`config.mk`:
```
export PLATFORM = sky130hd
export DESIGN_NAME = line_tracking_pi_steering_flat
export DESIGN_NICKNAME = d
export VERILOG_FILES = /design/src/rtl/ltps_pkg.sv /design/src/rtl/ltps_line_if.sv /design/src/rtl/ltps_steer_if.sv /design/src/rtl/line_tracking_pi_steering.sv /design/src/flat_wrapper.sv
export SDC_FILE = /design/constraint.sdc
export NUM_CORES = 1
export LEC_CHECK = 0
export ABC_AREA = 0
export BUFFER_PORTS_ARGS = -buffer_cell sky130_fd_sc_hd__buf_2
export CAP_MARGIN = 20
export CORE_ASPECT_RATIO = 0.5
export CORE_MARGIN = 2
export CORE_UTILIZATION = 30
export CTS_BUF_LIST = sky130_fd_sc_hd__clkbuf_8
export DETAILED_ROUTE_END_ITERATION = 6
export GPL_TIMING_DRIVEN = 0
export PLACE_DENSITY = 0.46
export SLEW_MARGIN = 20
export SYNTH_ARGS = -nofsm -noshare
export SYNTH_HDL_FRONTEND = slang
export SYNTH_SLANG_ARGS = --single-unit
```
`constraint.sdc`:
```
create_clock -name clk -period 17.6 [get_ports clk]
set_clock_uncertainty 0.2 [all_clocks]
set_input_delay 3.52 -clock clk [delete_from_list [all_inputs] [get_ports clk]]
set_output_delay 3.52 -clock clk [all_outputs]
set_load 0.02 [all_outputs]
```
`src/rtl/ltps_pkg.sv`:
```
// Shared types and constants for the line tracking PI steering block.
// No dependencies; compiled before the interfaces and modules.
`timescale 1ns / 1ps

package ltps_pkg;

	localparam int unsigned LINE_WIDTH_DEF = 640;

	localparam int unsigned POS_W    = 10;
	localparam int unsigned SPEED_W  = 12;
	localparam int unsigned BASE_W   = 11;
	localparam int unsigned DB_W     = 10;
	localparam int unsigned GAIN_W   = 16;
	localparam int unsigned LIM_W    = 10;
	localparam int unsigned CNT_W    = 8;
	localparam int unsigned TGT_W    = 11;
	localparam int unsigned INTEG_W  = 12;
	localparam int unsigned ERR_W    = 14;
	localparam int unsigned PROD_W   = 32;
	localparam int unsigned FRAC_W   = 10;
	localparam int unsigned CORR_W   = 22;
	localparam int unsigned SUM_W    = 24;
	localparam int unsigned DATA_W   = 32;
	localparam int unsigned ADDR_W   = 5;

	localparam logic [BASE_W-1:0] BASE_SPEED_RST     = 11'd450;
	localparam logic [DB_W-1:0]   DEADBAND_RST       = 10'd10;
	localparam logic [GAIN_W-1:0] PROP_GAIN_RST      = 16'd819;
	localparam logic [GAIN_W-1:0] INTEGRAL_GAIN_RST  = 16'd0;
	localparam logic [LIM_W-1:0]  INTEGRAL_LIMIT_RST = 10'd30;
	localparam logic [CNT_W-1:0]  LOST_LIMIT_RST     = 8'd10;
	localparam logic [TGT_W-1:0]  TARGET_RST         = 11'd0;

	typedef enum logic [2:0] {
		REG_BASE_SPEED     = 3'd0,
		REG_DEADBAND       = 3'd1,
		REG_PROP_GAIN      = 3'd2,
		REG_INTEGRAL_GAIN  = 3'd3,
		REG_INTEGRAL_LIMIT = 3'd4,
		REG_LOST_LIMIT     = 3'd5,
		REG_TARGET         = 3'd6
	} reg_idx_t;

	typedef struct packed {
		logic [POS_W-1:0] line_position;
		logic             line_found;
		logic             resume;
	} line_item_t;

	typedef struct packed {
		logic signed [SPEED_W-1:0] right_speed;
		logic signed [SPEED_W-1:0] left_speed;
		logic                      lost_event;
		logic                      halted;
	} steer_item_t;

endpackage

```
`src/rtl/ltps_line_if.sv`:
```
// Valid/ready channel carrying one line sample per transaction.
// Depends on ltps_pkg.
`timescale 1ns / 1ps

interface ltps_line_if;
	logic                   valid;
	logic                   ready;
	ltps_pkg::line_item_t   data;

	modport source (output valid, output data, input ready);
	modport sink (input valid, input data, output ready);
endinterface

```
`src/rtl/ltps_steer_if.sv`:
```
// Valid/ready channel carrying one steering command per transaction.
// Depends on ltps_pkg.
`timescale 1ns / 1ps

interface ltps_steer_if;
	logic                   valid;
	logic                   ready;
	ltps_pkg::steer_item_t  data;

	modport source (output valid, output data, input ready);
	modport sink (input valid, input data, output ready);
endinterface

```
`src/rtl/line_tracking_pi_steering.sv`:
```
// Line tracking PI steering: the input register feeds one pass of PI and lost-line logic
// into the result register; the integrator and lost counter update as the result is registered.
// Throughput one transaction per cycle while the output is not stalled by steer_out.ready.
// Asynchronous active-low reset clears the registers to defaults, the integral,
// the lost counter, the halt flag, the input-stage valid and the output valid.
// Depends on ltps_pkg, ltps_line_if, ltps_steer_if.
`timescale 1ns / 1ps

module line_tracking_pi_steering #(
	parameter int unsigned LINE_WIDTH = ltps_pkg::LINE_WIDTH_DEF
) (
	input  logic                         clk,
	input  logic                         arst_n,
	input  logic                         psel,
	input  logic                         penable,
	input  logic                         pwrite,
	input  logic [ltps_pkg::ADDR_W-1:0]  paddr,
	input  logic [ltps_pkg::DATA_W-1:0]  pwdata,
	output logic [ltps_pkg::DATA_W-1:0]  prdata,
	output logic                         pready,
	ltps_line_if.sink                    line_in,
	ltps_steer_if.source                 steer_out
);
	import ltps_pkg::*;

	localparam logic signed [ERR_W-1:0] HALF = ERR_W'(LINE_WIDTH / 2);
	localparam logic signed [SUM_W-1:0] SAT_MAX = SUM_W'((1 << (SPEED_W - 1)) - 1);
	localparam logic signed [SUM_W-1:0] SAT_MIN = -SUM_W'(1 << (SPEED_W - 1));
	localparam logic signed [PROD_W-1:0] ROUND_ADJ = PROD_W'((1 << FRAC_W) - 1);

	logic [BASE_W-1:0] base_speed_q;
	logic [DB_W-1:0]   deadband_q;
	logic [GAIN_W-1:0] prop_gain_q;
	logic [GAIN_W-1:0] integral_gain_q;
	logic [LIM_W-1:0]  integral_limit_q;
	logic [CNT_W-1:0]  lost_limit_q;
	logic [TGT_W-1:0]  target_q;

	logic                      valid_s1;
	line_item_t                line_s1;
	logic                      rsp_valid_q;
	steer_item_t               rsp_q;
	logic signed [INTEG_W-1:0] integral_q;
	logic [CNT_W-1:0]          lost_count_q;
	logic                      stopped_q;

	logic                      cfg_wr;
	reg_idx_t                  cfg_idx;
	logic                      advance;
	logic                      take;

	logic [CNT_W-1:0]          cnt_base;
	logic                      stop_base;
	logic [CNT_W-1:0]          cnt_inc;
	logic                      hit;
	logic signed [ERR_W-1:0]   error;
	logic signed [ERR_W-1:0]   mag;
	logic                      in_db;
	logic signed [ERR_W-1:0]   acc_raw;
	logic signed [ERR_W-1:0]   lim;
	logic signed [ERR_W-1:0]   acc;
	logic signed [PROD_W-1:0]  prod_p;
	logic signed [PROD_W-1:0]  prod_i;
	logic signed [PROD_W-1:0]  total;
	logic signed [PROD_W-1:0]  total_adj;
	logic signed [PROD_W-1:0]  corr_full;
	logic signed [CORR_W-1:0]  corr;
	logic signed [SUM_W-1:0]   base_ext;
	logic signed [SUM_W-1:0]   corr_ext;
	logic signed [SUM_W-1:0]   right_raw;
	logic signed [SUM_W-1:0]   left_raw;
	steer_item_t               result;
	logic                      integ_upd;

	function automatic logic signed [SPEED_W-1:0] sat_speed(input logic signed [SUM_W-1:0] v);
		logic signed [SPEED_W-1:0] r;
		if (v > SAT_MAX) begin
			r = SAT_MAX[SPEED_W-1:0];
		end else if (v < SAT_MIN) begin
			r = SAT_MIN[SPEED_W-1:0];
		end else begin
			r = v[SPEED_W-1:0];
		end
		return r;
	endfunction

	assign pready  = 1'b1;
	assign cfg_wr  = psel && penable && pwrite && pready;
	assign cfg_idx = reg_idx_t'(paddr[ADDR_W-1:2]);

	always_ff @(posedge clk or negedge arst_n) begin
		if (!arst_n) begin
			base_speed_q     <= BASE_SPEED_RST;
			deadband_q       <= DEADBAND_RST;
			prop_gain_q      <= PROP_GAIN_RST;
			integral_gain_q  <= INTEGRAL_GAIN_RST;
			integral_limit_q <= INTEGRAL_LIMIT_RST;
			lost_limit_q     <= LOST_LIMIT_RST;
			target_q         <= TARGET_RST;
		end else if (cfg_wr) begin
			case (cfg_idx)
				REG_BASE_SPEED:     base_speed_q     <= pwdata[BASE_W-1:0];
				REG_DEADBAND:       deadband_q       <= pwdata[DB_W-1:0];
				REG_PROP_GAIN:      prop_gain_q      <= pwdata[GAIN_W-1:0];
				REG_INTEGRAL_GAIN:  integral_gain_q  <= pwdata[GAIN_W-1:0];
				REG_INTEGRAL_LIMIT: integral_limit_q <= pwdata[LIM_W-1:0];
				REG_LOST_LIMIT:     lost_limit_q     <= pwdata[CNT_W-1:0];
				REG_TARGET:         target_q         <= pwdata[TGT_W-1:0];
				default: ;
			endcase
		end
	end

	always_comb begin
		case (cfg_idx)
			REG_BASE_SPEED:     prdata = DATA_W'(base_speed_q);
			REG_DEADBAND:       prdata = DATA_W'(deadband_q);
			REG_PROP_GAIN:      prdata = DATA_W'(prop_gain_q);
			REG_INTEGRAL_GAIN:  prdata = DATA_W'(integral_gain_q);
			REG_INTEGRAL_LIMIT: prdata = DATA_W'(integral_limit_q);
			REG_LOST_LIMIT:     prdata = DATA_W'(lost_limit_q);
			REG_TARGET:         prdata = {{(DATA_W-TGT_W){target_q[TGT_W-1]}}, target_q};
			default:            prdata = '0;
		endcase
	end

	assign advance         = !rsp_valid_q || steer_out.ready;
	assign line_in.ready   = !valid_s1 || advance;
	assign take            = line_in.valid && line_in.ready;
	assign steer_out.valid = rsp_valid_q;
	assign steer_out.data  = rsp_q;

	always_comb begin
		cnt_base  = line_s1.resume ? '0 : lost_count_q;
		stop_base = line_s1.resume ? 1'b0 : stopped_q;
		cnt_inc   = cnt_base + 1'b1;
		hit       = (cnt_inc == lost_limit_q);

		error = $signed({{(ERR_W-POS_W){1'b0}}, line_s1.line_position}) - HALF
			- $signed({{(ERR_W-TGT_W){target_q[TGT_W-1]}}, target_q});
		mag   = error[ERR_W-1] ? -error : error;
		in_db = mag < $signed({{(ERR_W-DB_W){1'b0}}, deadband_q});

		acc_raw = $signed({{(ERR_W-INTEG_W){integral_q[INTEG_W-1]}}, integral_q}) + error;
		lim     = $signed({{(ERR_W-LIM_W){1'b0}}, integral_limit_q});
		if (acc_raw > lim) begin
			acc = lim;
		end else if (acc_raw < -lim) begin
			acc = -lim;
		end else begin
			acc = acc_raw;
		end

		prod_p = $signed({{(PROD_W-GAIN_W){1'b0}}, prop_gain_q})
			* $signed({{(PROD_W-ERR_W){error[ERR_W-1]}}, error});
		prod_i = $signed({{(PROD_W-GAIN_W){1'b0}}, integral_gain_q})
			* $signed({{(PROD_W-ERR_W){acc[ERR_W-1]}}, acc});
		total     = prod_p + prod_i;
		total_adj = total[PROD_W-1] ? total + ROUND_ADJ : total;
		corr_full = total_adj >>> FRAC_W;
		corr      = in_db ? '0 : corr_full[CORR_W-1:0];

		base_ext  = $signed({{(SUM_W-BASE_W){1'b0}}, base_speed_q});
		corr_ext  = {{(SUM_W-CORR_W){corr[CORR_W-1]}}, corr};
		right_raw = base_ext - corr_ext;
		left_raw  = base_ext + corr_ext;

		result    = '0;
		integ_upd = 1'b0;
		if (stop_base) begin
			result.halted = 1'b1;
		end else if (hit) begin
			result.halted     = 1'b1;
			result.lost_event = 1'b1;
		end else begin
			result.right_speed = sat_speed(right_raw);
			result.left_speed  = sat_speed(left_raw);
			integ_upd          = !in_db;
		end
	end

	always_ff @(posedge clk or negedge arst_n) begin
		if (!arst_n) begin
			valid_s1 <= 1'b0;
		end else if (take) begin
			valid_s1 <= 1'b1;
		end else if (advance) begin
			valid_s1 <= 1'b0;
		end
	end

	always_ff @(posedge clk) begin
		if (take) begin
			line_s1 <= line_in.data;
		end
	end

	always_ff @(posedge clk or negedge arst_n) begin
		if (!arst_n) begin
			rsp_valid_q  <= 1'b0;
			integral_q   <= '0;
			lost_count_q <= '0;
			stopped_q    <= 1'b0;
		end else if (advance) begin
			rsp_valid_q <= valid_s1;
			if (valid_s1) begin
				stopped_q <= stop_base || hit;
				if (stop_base) begin
					lost_count_q <= cnt_base;
				end else if (hit || !line_s1.line_found) begin
					lost_count_q <= cnt_inc;
				end else begin
					lost_count_q <= '0;
				end
				if (integ_upd) begin
					integral_q <= acc[INTEG_W-1:0];
				end
			end
		end
	end

	always_ff @(posedge clk) begin
		if (advance && valid_s1) begin
			rsp_q <= result;
		end
	end

endmodule

```
`src/flat_wrapper.sv`:
```
// flat-port wrapper written by rule: the top's interface ports become plain ports
module line_tracking_pi_steering_flat import ltps_pkg::*;
#(
	parameter int unsigned LINE_WIDTH = ltps_pkg::LINE_WIDTH_DEF
)
  (clk, arst_n, psel, penable, pwrite, paddr, pwdata, prdata, pready, line_in_valid, line_in_data, line_in_ready, steer_out_valid, steer_out_data, steer_out_ready);
  ltps_line_if line_in_i ();
  ltps_steer_if steer_out_i ();
  input  logic clk;
  input  logic arst_n;
  input  logic psel;
  input  logic penable;
  input  logic pwrite;
  input  logic [ltps_pkg::ADDR_W-1:0] paddr;
  input  logic [ltps_pkg::DATA_W-1:0] pwdata;
  output logic [ltps_pkg::DATA_W-1:0] prdata;
  output logic pready;
  input wire logic [$bits(line_in_i.valid)-1:0] line_in_valid;
  input wire logic [$bits(line_in_i.data)-1:0] line_in_data;
  output wire logic [$bits(line_in_i.ready)-1:0] line_in_ready;
  output wire logic [$bits(steer_out_i.valid)-1:0] steer_out_valid;
  output wire logic [$bits(steer_out_i.data)-1:0] steer_out_data;
  input wire logic [$bits(steer_out_i.ready)-1:0] steer_out_ready;
  assign line_in_i.valid = line_in_valid;
  assign line_in_i.data = line_in_data;
  assign line_in_ready = line_in_i.ready;
  assign steer_out_valid = steer_out_i.valid;
  assign steer_out_data = steer_out_i.data;
  assign steer_out_i.ready = steer_out_ready;
  line_tracking_pi_steering #(.LINE_WIDTH(LINE_WIDTH)) u_core (.clk(clk), .arst_n(arst_n), .psel(psel), .penable(penable), .pwrite(pwrite), .paddr(paddr), .pwdata(pwdata), .prdata(prdata), .pready(pready), .line_in(line_in_i), .steer_out(steer_out_i));
endmodule
```
# Word level (Yosys, flattened, before mapping)
# Cells that the tools add are included.
# Widths: inputs -> output; s select.
[word_totals]
n_memories = 0
latchBits = 0
ram_bits = 0
wordCells = 92
reg_bits = 143
romBits = 0
in_bits = 56
out_inout_bits = 61
[classes]
n_addsub = 10
n_bitwise = 0
n_mux = 19
multipliers = 2
magnitude_cmp = 7
div_mod_pow = 0
shifts = 0
reduce_logical = 26
eq_ne = 7
[ops]
columns = ["cell", "n"]
rows = [
  ["$pmux 32 s7", 1],
  ["$mul 17x14->31", 2],
  ["$gt 24x12->1 const B", 2],
  ["$lt 24x12->1 const B", 2],
  ["$mux 14", 3],
  ["$add 32x11->32 const B", 1],
  ["$add 32x32->32", 1],
  ["$mux 32", 1],
  ["$mux 12", 2],
  ["$mux 8", 3],
  ["$add 12x22->23", 1],
  ["$sub 12x22->23", 1],
  ["$mux 11", 2],
  ["$mux 22", 1],
  ["$reduce_and 2->1", 8],
  ["$add 12x14->14", 1],
  ["$gt 14x11->1", 1],
  ["$lt 14x11->1", 1],
  ["$lt 14x14->1", 1],
  ["$neg 10->14", 1],
  ["$neg 14->14", 1],
  ["$sub 11x11->12", 1],
  ["$sub 10x9->11 const B", 1],
  ["$eq 3x3->1 const B", 3],
  ["other kinds (14)", 29],
]

# Depth between registers and ports, before layout
# Gate-level depths: netlist of run 1.
[depth]
word_depth = 15
mapped_depth = 86
mapped_depth_nobuf = 79

# Worst setup path after synthesis of run 1
# No wires, ideal clock.
[synth_timing]
path_type = "flip-flop to flip-flop"
from = "register u_core.line_s1[2] (netlist name)"
to = "register u_core.rsp_q (netlist bit u_core.steer_out.data[10]) (data pin)"
path_slack_ns = 0.276
stages_incl_launch_ff = 78
setup_time_ns = 0.147
period_less_slack_ns = 17.324
arrival_time_ns = 16.977
path_cell_list = "edfxtp_1 -> inv_1 -> ha_1 -> inv_1 -> fa_1 -> xor2_1 -> clkbuf_1 -> ha_1 -> nor2b_1 -> o21ai_0 -> a21boi_0 -> o21ai_0 -> a21boi_0 -> o21ai_0 -> a21boi_0 -> o21ai_0 -> nand2b_1 -> xnor2_1 -> [42 not listed] -> ha_1 -> nand2b_1 -> a21oi_1 -> o21bai_1 -> a21oi_1 -> o21bai_1 -> a21oi_1 -> o21bai_1 -> a211oi_1 -> o221ai_1 -> or2_1 -> clkbuf_1 -> nor4_1 -> o211ai_1 -> a22oi_1 -> a21oi_1 -> clkbuf_1 -> a21oi_1"
[synth_between]
elab_chain_len = 15
[synth_lines]
columns = ["item", "line_no", "rtl"]
rows = [
  ["from (decl)", "line_tracking_pi_steering.sv:40", "line_item_t line_s1;"],
  ["from (signal assigned)", "line_tracking_pi_steering.sv:194", "line_s1 <= line_in.data;"],
  ["$sub 10x9->11 (*)", "line_tracking_pi_steering.sv:139", "error = $signed({{(ERR_W-POS_W){1'b0}}, line_s1.line_position}) - HALF"],
  ["$sub 11x11->12 (*)", "line_tracking_pi_steering.sv:140", "- $signed({{(ERR_W-TGT_W){target_q[TGT_W-1]}}, target_q});"],
  ["$add 12x14->14", "line_tracking_pi_steering.sv:144", "acc_raw = $signed({{(ERR_W-INTEG_W){integral_q[INTEG_W-1]}}, integral_q}) + error;"],
  ["$lt 14x14->1", "line_tracking_pi_steering.sv:148", "end else if (acc_raw < -lim) begin"],
  ["$mux 14", "line_tracking_pi_steering.sv:148", ""],
  ["$mux 14", "line_tracking_pi_steering.sv:146", "if (acc_raw > lim) begin"],
  ["$mul 17x14->31", "line_tracking_pi_steering.sv:157", "* $signed({{(PROD_W-ERR_W){acc[ERR_W-1]}}, acc});"],
  ["$add 32x32->32", "line_tracking_pi_steering.sv:158", "total = prod_p + prod_i;"],
  ["$add 32x11->32", "line_tracking_pi_steering.sv:159", "total_adj = total[PROD_W-1] ? total + ROUND_ADJ : total;"],
  ["$mux 32", "line_tracking_pi_steering.sv:159", ""],
  ["$mux 22 (*)", "line_tracking_pi_steering.sv:161", "corr = in_db ? '0 : corr_full[CORR_W-1:0];"],
  ["$add 12x22->23 (*)", "line_tracking_pi_steering.sv:166", "left_raw = base_ext + corr_ext;"],
  ["$lt 24x12->1", "line_tracking_pi_steering.sv:79", "end else if (v < SAT_MIN) begin"],
  ["$mux 12", "line_tracking_pi_steering.sv:79", ""],
  ["$mux 11 (*)", "line_tracking_pi_steering.sv:77", "if (v > SAT_MAX) begin"],
  ["to (signal assigned)", "line_tracking_pi_steering.sv:224", "rsp_q <= result;"],
  ["to (decl)", "line_tracking_pi_steering.sv:42", "steer_item_t rsp_q;"],
]
# Every way passes the cells marked *; elsewhere a longest branch is shown, timed or not.
# A chain may end at the register's enable or synchronous reset.

# Final worst setup path of run 1
[layout_timing]
from = "register u_core.line_s1[2] (netlist name)"
to = "register u_core.rsp_q (netlist bit u_core.steer_out.data[12]) (data pin)"
# Same word-level chain as after synthesis.

==> results of run 1 <==
[cell families after synthesis]
group | share of synthesized area, %
buf+inv | 8.69
xor+xnor | 4.52
simple gates | 18.7
compound gates | 12.7
fa+ha+maj | 36.9
other cells | 0.0136
mux | 4.74
flops | 13.7
[worst register-to-register path: cells and delay by family, from the launching register on]
kind | cells | cell delay (ps)
buffers and inverters | 13 | 1660
adders and majority gates | 13 | 5050
AOI/OAI and AO/OA | 33 | 6380
DFF | 1 | 400
muxes | 1 | 180
and+or+nand+nor | 15 | 2820
xor gates and xnor gates | 4 | 440
[layer usage]
layer	up-vias	track usage [%]	wire, um
li1	10900	-	-
met1	11900	30.5	47400
met2	570	30.5	41500
met3	72	2.69	5080
met4	2	3.59	1450
met5	-	0	53
[state kept, by name (all words and copies together) (netlist names)]
signal	cells
u_core.steer_out.data	26
u_core.prop_gain_q	16
u_core.base_speed_q	11
u_core.line_s1	12
u_core.integral_q	12
u_core.steer_out.valid	1
u_core.lost_count_q	8
u_core.integral_limit_q	10
u_core.valid_s1	1
u_core.target_q	11
u_core.deadband_q	10
u_core.integral_gain_q	16
u_core.stopped_q	1
u_core.lost_limit_q	8
[cells in the mapped netlist (16+ instances only)]
cell type / count / area, um2
or3_1: 20 / 125
and2_1: 146 / 913
a31oi_1: 17 / 106
nor2_1: 141 / 529
clkbuf_1: 106 / 398
buf_2: 16 / 80.1
o21ai_0: 93 / 465
a21o_1: 37 / 278
nand2b_1: 59 / 369
o21a_1: 32 / 240
nor3_1: 47 / 235
xor2_1: 42 / 368
nand3_1: 58 / 290
nor2b_1: 73 / 457
nand2_1: 372 / 1400
or2_2: 26 / 163
inv_1: 463 / 1740
and3_1: 25 / 156
xnor2_1: 99 / 867
edfxtp_1: 38 / 1140
ha_1: 317 / 3970
mux2i_1: 41 / 410
dfstp_2: 18 / 473
buf_4: 18 / 135
fa_1: 312 / 6250
a21oi_1: 120 / 601
mux2_2: 68 / 766
dfrtp_1: 87 / 2180
[metrics by stage]
stage | instances | cell area (um2)
CTS | 4590 | 31300
global route | 4635 | 32600
global placement | 4520 | 29700
floorplan | 3185 | 27700
detailed placement | 4521 | 29700
finish | 4638 | 32600
[cell type report]
| cell class | count | area, um2 |
|---|---|---|
| fillers | 9552 | 58300 |
| multi-input cells | 2427 | 22900 |
| flip-flops and latches | 143 | 3790 |
| inverters | 466 | 1770 |
| well taps | 1240 | 1550 |
| repair buffers | 194 | 1310 |
| plain buffers | 133 | 906 |
| clock buffers | 17 | 234 |
| clock inverters | 15 | 135 |
| diodes | 3 | 7.51 |
[timing repair]
action	CTS	global route
pin swaps	62	93
setup endpoints to repair	24	24
gates cloned	1	4
gates resized for setup	201	198
setup buffers	49	47
[worst max path at each step]
| stage | start | end | slack (ps) | cells after the start |
|---|---|---|---|---|
| after detailed placement | u_core.line_s1[2] | u_core.steer_out.data[11] | -4300 | 82 |
| after floorplan | u_core.line_s1[2] | u_core.steer_out.data[10] | 280 | 77 |
| final | u_core.line_s1[2] | u_core.steer_out.data[12] | 340 | 79 |
| after CTS | u_core.line_s1[2] | u_core.steer_out.data[5] | 10 | 82 |
| after global routing | u_core.line_s1[2] | u_core.steer_out.data[9] | -440 | 76 |
| after global placement | u_core.line_s1[2] | u_core.steer_out.data[11] | -4210 | 81 |
[cell usage in the layout (no fill, tap or decap), drive strengths merged, types with 9 or more instances in the layout]
master and instances:
a211o 10, a211oi 14, a21boi 10, a21o 37, a21oi 123, a22o 10, a31oi 17, and2 147
and3 26, buf 236, clkbuf 107, dfrtp 87, dfstp 18, edfxtp 38, fa 312, ha 317
inv 467, mux2 68, mux2i 41, nand2 372, nand2b 59, nand3 58, nand4 16, nor2 142
nor2b 73, nor3 47, nor4 10, o211ai 15, o21a 32, o21ai 103, o21bai 15, o221ai 9
o22ai 10, o311ai 12, o31ai 13, or2 28, or3 21, xnor2 99, xor2 43
==> reports/metrics.yaml, run 1 <==
die_area_mm2: 0.0948
drv_slew: 0
min_delay_path_depth: 1
ios: 117
setup_ws_ps: 343
start_util_pct: 30.4
cp.buffers_inverters: 13
ant_nets: 0
grt.overflow.total: 0
grt_pass1_wl_um: 143000
outcome: "finished clean"
worst_hold_path_type: "reg2reg"
worst_pin_slew_ps: 1130
syn-instance-count: 3185
maxSlewHeadroom_pct: 23.7
drive_gt1_share_pct: 18.9
place_worst_setup_slack_ps: -4300
wl_per_cell_um: 20.6
finalHoldViolCount: 0
hold_ws_ps: 306
cts_hold_buffers: 0
r2r_setup_slack_ps: 340
grt_pass1_vias: 22700
finalSetupViolCount: 0
synth_seq_cells: 143
synthDistinctLibCells: 102
cp.arrival_ps: 17450
final.period_utilization_pct: 98.1
yosys_most_used_dff: "dfrtp_1"
core-area_mm2: 0.0910
insertion_delay_ps: 540
endpoint_kind: "flop"
cp.required_ps: 17790
synth_edf_count: 38
reg2reg_from: "u_core.line_s1[2]"
vias: 23400
fp-row-count: 78
ctsHtreeMaxLevel: 4
syn2layout_area_growth_pct: 18.0
syn_area_mm2: 0.0277
cts_tree: "yes"
path_delay_family: "compound AO/OA/AOI/OAI gates"
viasPerCell: 5.05
first_pass_iters: 5
r2r-end: "u_core.steer_out.data[12]"
crit_top_cell: "fa_1"
cts.path.max_buffers: 2
drtIter0Drc: 1947
dieHeight_um: 219
syn-mean-instance-area_um2: 8.68
drcViolationCount: 0
yosysWarningCount: 0
post-route-util_pct: 35.9
seq_area_frac_synth_pct: 13.7
routed_wl_um: 95500
antenna_found_initial: 5
fin_setup_tns_ps: 0
max_freq_ghz: 0.0579
grt_max_degree: 60
dp_hpwl_um: 77500
gp_congestion: 0.908
nNetsFinal: 4067
cts_buffers: 17
synth_nets: 3870
startpoint_type: "flop"
worst-setup-path-type: "reg2reg"
dieWidth_um: 433
period_needed_ps: 17260
root_buffer: "clkbuf_8"
slowest_delay_ps: 590
cp_slowest_cell: "fa_1"
grt_setup_unrepaired: "true"
reg2reg_depth: 79
port_buffers: 95
whs_endpoint: "u_core.steer_out.valid"
cap_viol_max_count: 0
clkTransAtPathRegs_ps: 90
async_reset_ff_share_pct: 73.4
crit_fanout: 8
min_from: "u_core.valid_s1"
track_usage_pct: 20.1
cts.sinks: 143
Power of run 1 is not shown: default switching activity piles up to over one toggle a cycle in this logic, so the estimate is an artifact.
==> inputs of run 2 (changes only) <==
--- a/config.mk
+++ b/config.mk
@@ -6,15 +6,15 @@
 export NUM_CORES = 1
 export LEC_CHECK = 0
 export ABC_AREA = 0
-export BUFFER_PORTS_ARGS = -buffer_cell sky130_fd_sc_hd__buf_2
+export BUFFER_PORTS_ARGS = -buffer_cell sky130_fd_sc_hd__clkbuf_2
 export CAP_MARGIN = 20
 export CORE_ASPECT_RATIO = 0.5
 export CORE_MARGIN = 2
-export CORE_UTILIZATION = 30
+export CORE_UTILIZATION = 39
 export CTS_BUF_LIST = sky130_fd_sc_hd__clkbuf_8
 export DETAILED_ROUTE_END_ITERATION = 6
 export GPL_TIMING_DRIVEN = 0
-export PLACE_DENSITY = 0.46
+export PLACE_DENSITY = 0.57
 export SLEW_MARGIN = 20
 export SYNTH_ARGS = -nofsm -noshare
 export SYNTH_HDL_FRONTEND = slang
==> run 2 against run 1 <==
  * Utilization grew 9.6 points
  * Wire length shrank 10%
  * Sequential share of layout area rose by 0.35 points
  * Final cell count is 7.1% lower
  * Critical path type unchanged
  * Via count fell by 1.4%
  * Non-clock buffer count fell by 32
  * First-iteration DRC count down 14%
  * Die area fell by 23%
==> reports/metrics.yaml, run 2 (synthesized netlist as in run 1, its figures left out) <==
outcome: "finished clean"  # unchanged
root_buffer: "clkbuf_8"  # unchanged
port_buffers: 95  # unchanged
regArea_mm2: 0.00379  # unchanged
clkTransAtPathRegs_ps: 120  # was 90 ps
path_delay_family: "compound AO/OA/AOI/OAI gates"  # unchanged
ios: 117  # unchanged
cp_slowest_cell: "fa_2"  # was fa_1
cts_tree: "yes"  # unchanged
grt_pass1_wl_um: 131000  # was 143000 um
ant_nets: 0  # unchanged
worst_pin_slew_ps: 1080  # was 1130 ps
gp_congestion: 0.959  # was 0.908
dieWidth_um: 381  # was 433 um
cp.arrival_ps: 17160  # was 17450 ps
place_area_mm2: 0.0294  # was 0.0297 mm2
max_freq_ghz: 0.0588  # was 0.0579 GHz
endpoint_kind: "flop"  # unchanged
grt_pass1_vias: 22700  # about the same
drive_gt1_share_pct: 17.0  # was 18.9%
multi_input_area_mm2: 0.0227  # was 0.0229 mm2
final.period_utilization_pct: 96.6  # was 98.1%
wl_per_cell_um: 19.8  # was 20.6 um
viasPerCell: 5.36  # was 5.05
maxSlewHeadroom_pct: 27.8  # was 23.7%
dp_hpwl_um: 70100  # was 77500 um
cts.path.max_buffers: 2  # unchanged
cts_buffers: 17  # unchanged
first_pass_iters: 5  # unchanged
ctsHtreeMaxLevel: 4  # unchanged
dp.cells: 4226  # was 4521
drtIter0Drc: 1683  # was 1947
final_cell_area_mm2: 0.0317  # was 0.0326 mm2
dieHeight_um: 192  # was 219 um
insertion_delay_ps: 520  # was 540 ps
antenna_found_initial: 5  # unchanged
grt_max_degree: 56  # was 60
finalSetupViolCount: 0  # unchanged
cp.required_ps: 17760  # was 17790 ps
fp-row-count: 68  # was 78
stdcell_count: 4309  # was 4638
core-area_mm2: 0.0696  # was 0.0910 mm2
worst-setup-path-type: "reg2reg"  # unchanged
crit_top_cell: "inv_1"  # was fa_1
die_area_mm2: 0.0732  # was 0.0948 mm2
fillers: 6878  # was 9552
post-route-util_pct: 45.5  # was 35.9%
routed_wl_um: 85500  # was 95500 um
period_needed_ps: 17000  # was 17260 ps
slowest_delay_ps: 600  # was 590 ps
cts_hold_buffers: 0  # unchanged
cap_viol_max_count: 0  # unchanged
startpoint_type: "flop"  # unchanged
cp.buffers_inverters: 15  # was 13
layout_commonest_cell: "inv_1"  # unchanged
start_util_pct: 39.7  # was 30.4%
drcViolationCount: 0  # unchanged
largest_reg_flops: 26  # unchanged
crit_fanout: 10  # was 8
worst_hold_path_type: "reg2reg"  # unchanged
cts.sinks: 143  # unchanged
syn2layout_area_growth_pct: 14.6  # was 18.0%
drv_slew: 0  # unchanged
vias: 23100  # was 23400
grt.overflow.total: 0  # unchanged
nNetsFinal: 4035  # was 4067
final_cell_mix: "inv_1, nand2_1, fa_1"  # unchanged
finalHoldViolCount: 0  # unchanged
track_usage_pct: 23.3  # was 20.1%
[run 2: changes by cell type in the layout (fill, tap and decap cells not counted), sizes merged]
cell	change
clkdlybuf4s15	-1
clkinv	-1
bufinv	-1
inv	+2
clkbuf	+88
diode	-2
buf	-119
[run 2: through the flow]
step                setup WS [ps]  TNS, ps  hold slack [ps]
floorplan                     276        0              249
global placement            -3720   -84670              255
detailed placement          -4080   -91510              271
CTS                          3.74        0              268
global route                -51.2     -592              302
finish                        597        0              255
[run 2: area by class of cell]
type	instances	share of cell area, %
multi-input combinational	2427	71.5
sequential	143	12.0
inverter	466	5.64
tap	945	3.73
timing repair buffer	163	3.21
buffer	132	2.61
clock buffer	17	0.738
clock inverter	15	0.592
antenna	1	0.00790
[run 2: repair_timing]
item / in CTS / in global routing
cloned: 1 / 0
pin swaps: 52 / 69
setup endpoints to repair: 24 / 24
setup buffers: 40 / 26
gates resized for setup: 176 / 157
[run 2: path summary, 6_finish.rpt]
| kind | start | end | slack (ps) | depth (start not counted) |
|---|---|---|---|---|
| setup reg to reg | u_core.line_s1[8] | u_core.steer_out.data[8] | 600 | 80 |
| setup / recovery | u_core.line_s1[8] | u_core.steer_out.data[8] | 600 | 80 |
| max in group asynchronous | arst_n | u_core.integral_limit_q[1] | 13730 | 2 |
| min in group asynchronous | arst_n | u_core.steer_out.valid | 2720 | 1 |
| hold reg to reg | u_core.valid_s1 | u_core.steer_out.valid | 260 | 1 |
| hold / removal | u_core.valid_s1 | u_core.steer_out.valid | 260 | 1 |
[run 2: routing by layer]
| metal | global-route usage, % | vias up | part of all wire, % |
|---|---|---|---|
| li1 | - | 10900 | - |
| met1 | 32.9 | 11500 | 48 |
| met2 | 34.8 | 632 | 42 |
| met3 | 6.79 | 80 | 8.0 |
| met4 | 5.76 | 0 | 2.0 |
| met5 | 0 | - | 0 |
Power of run 2 is left out for the same reason.
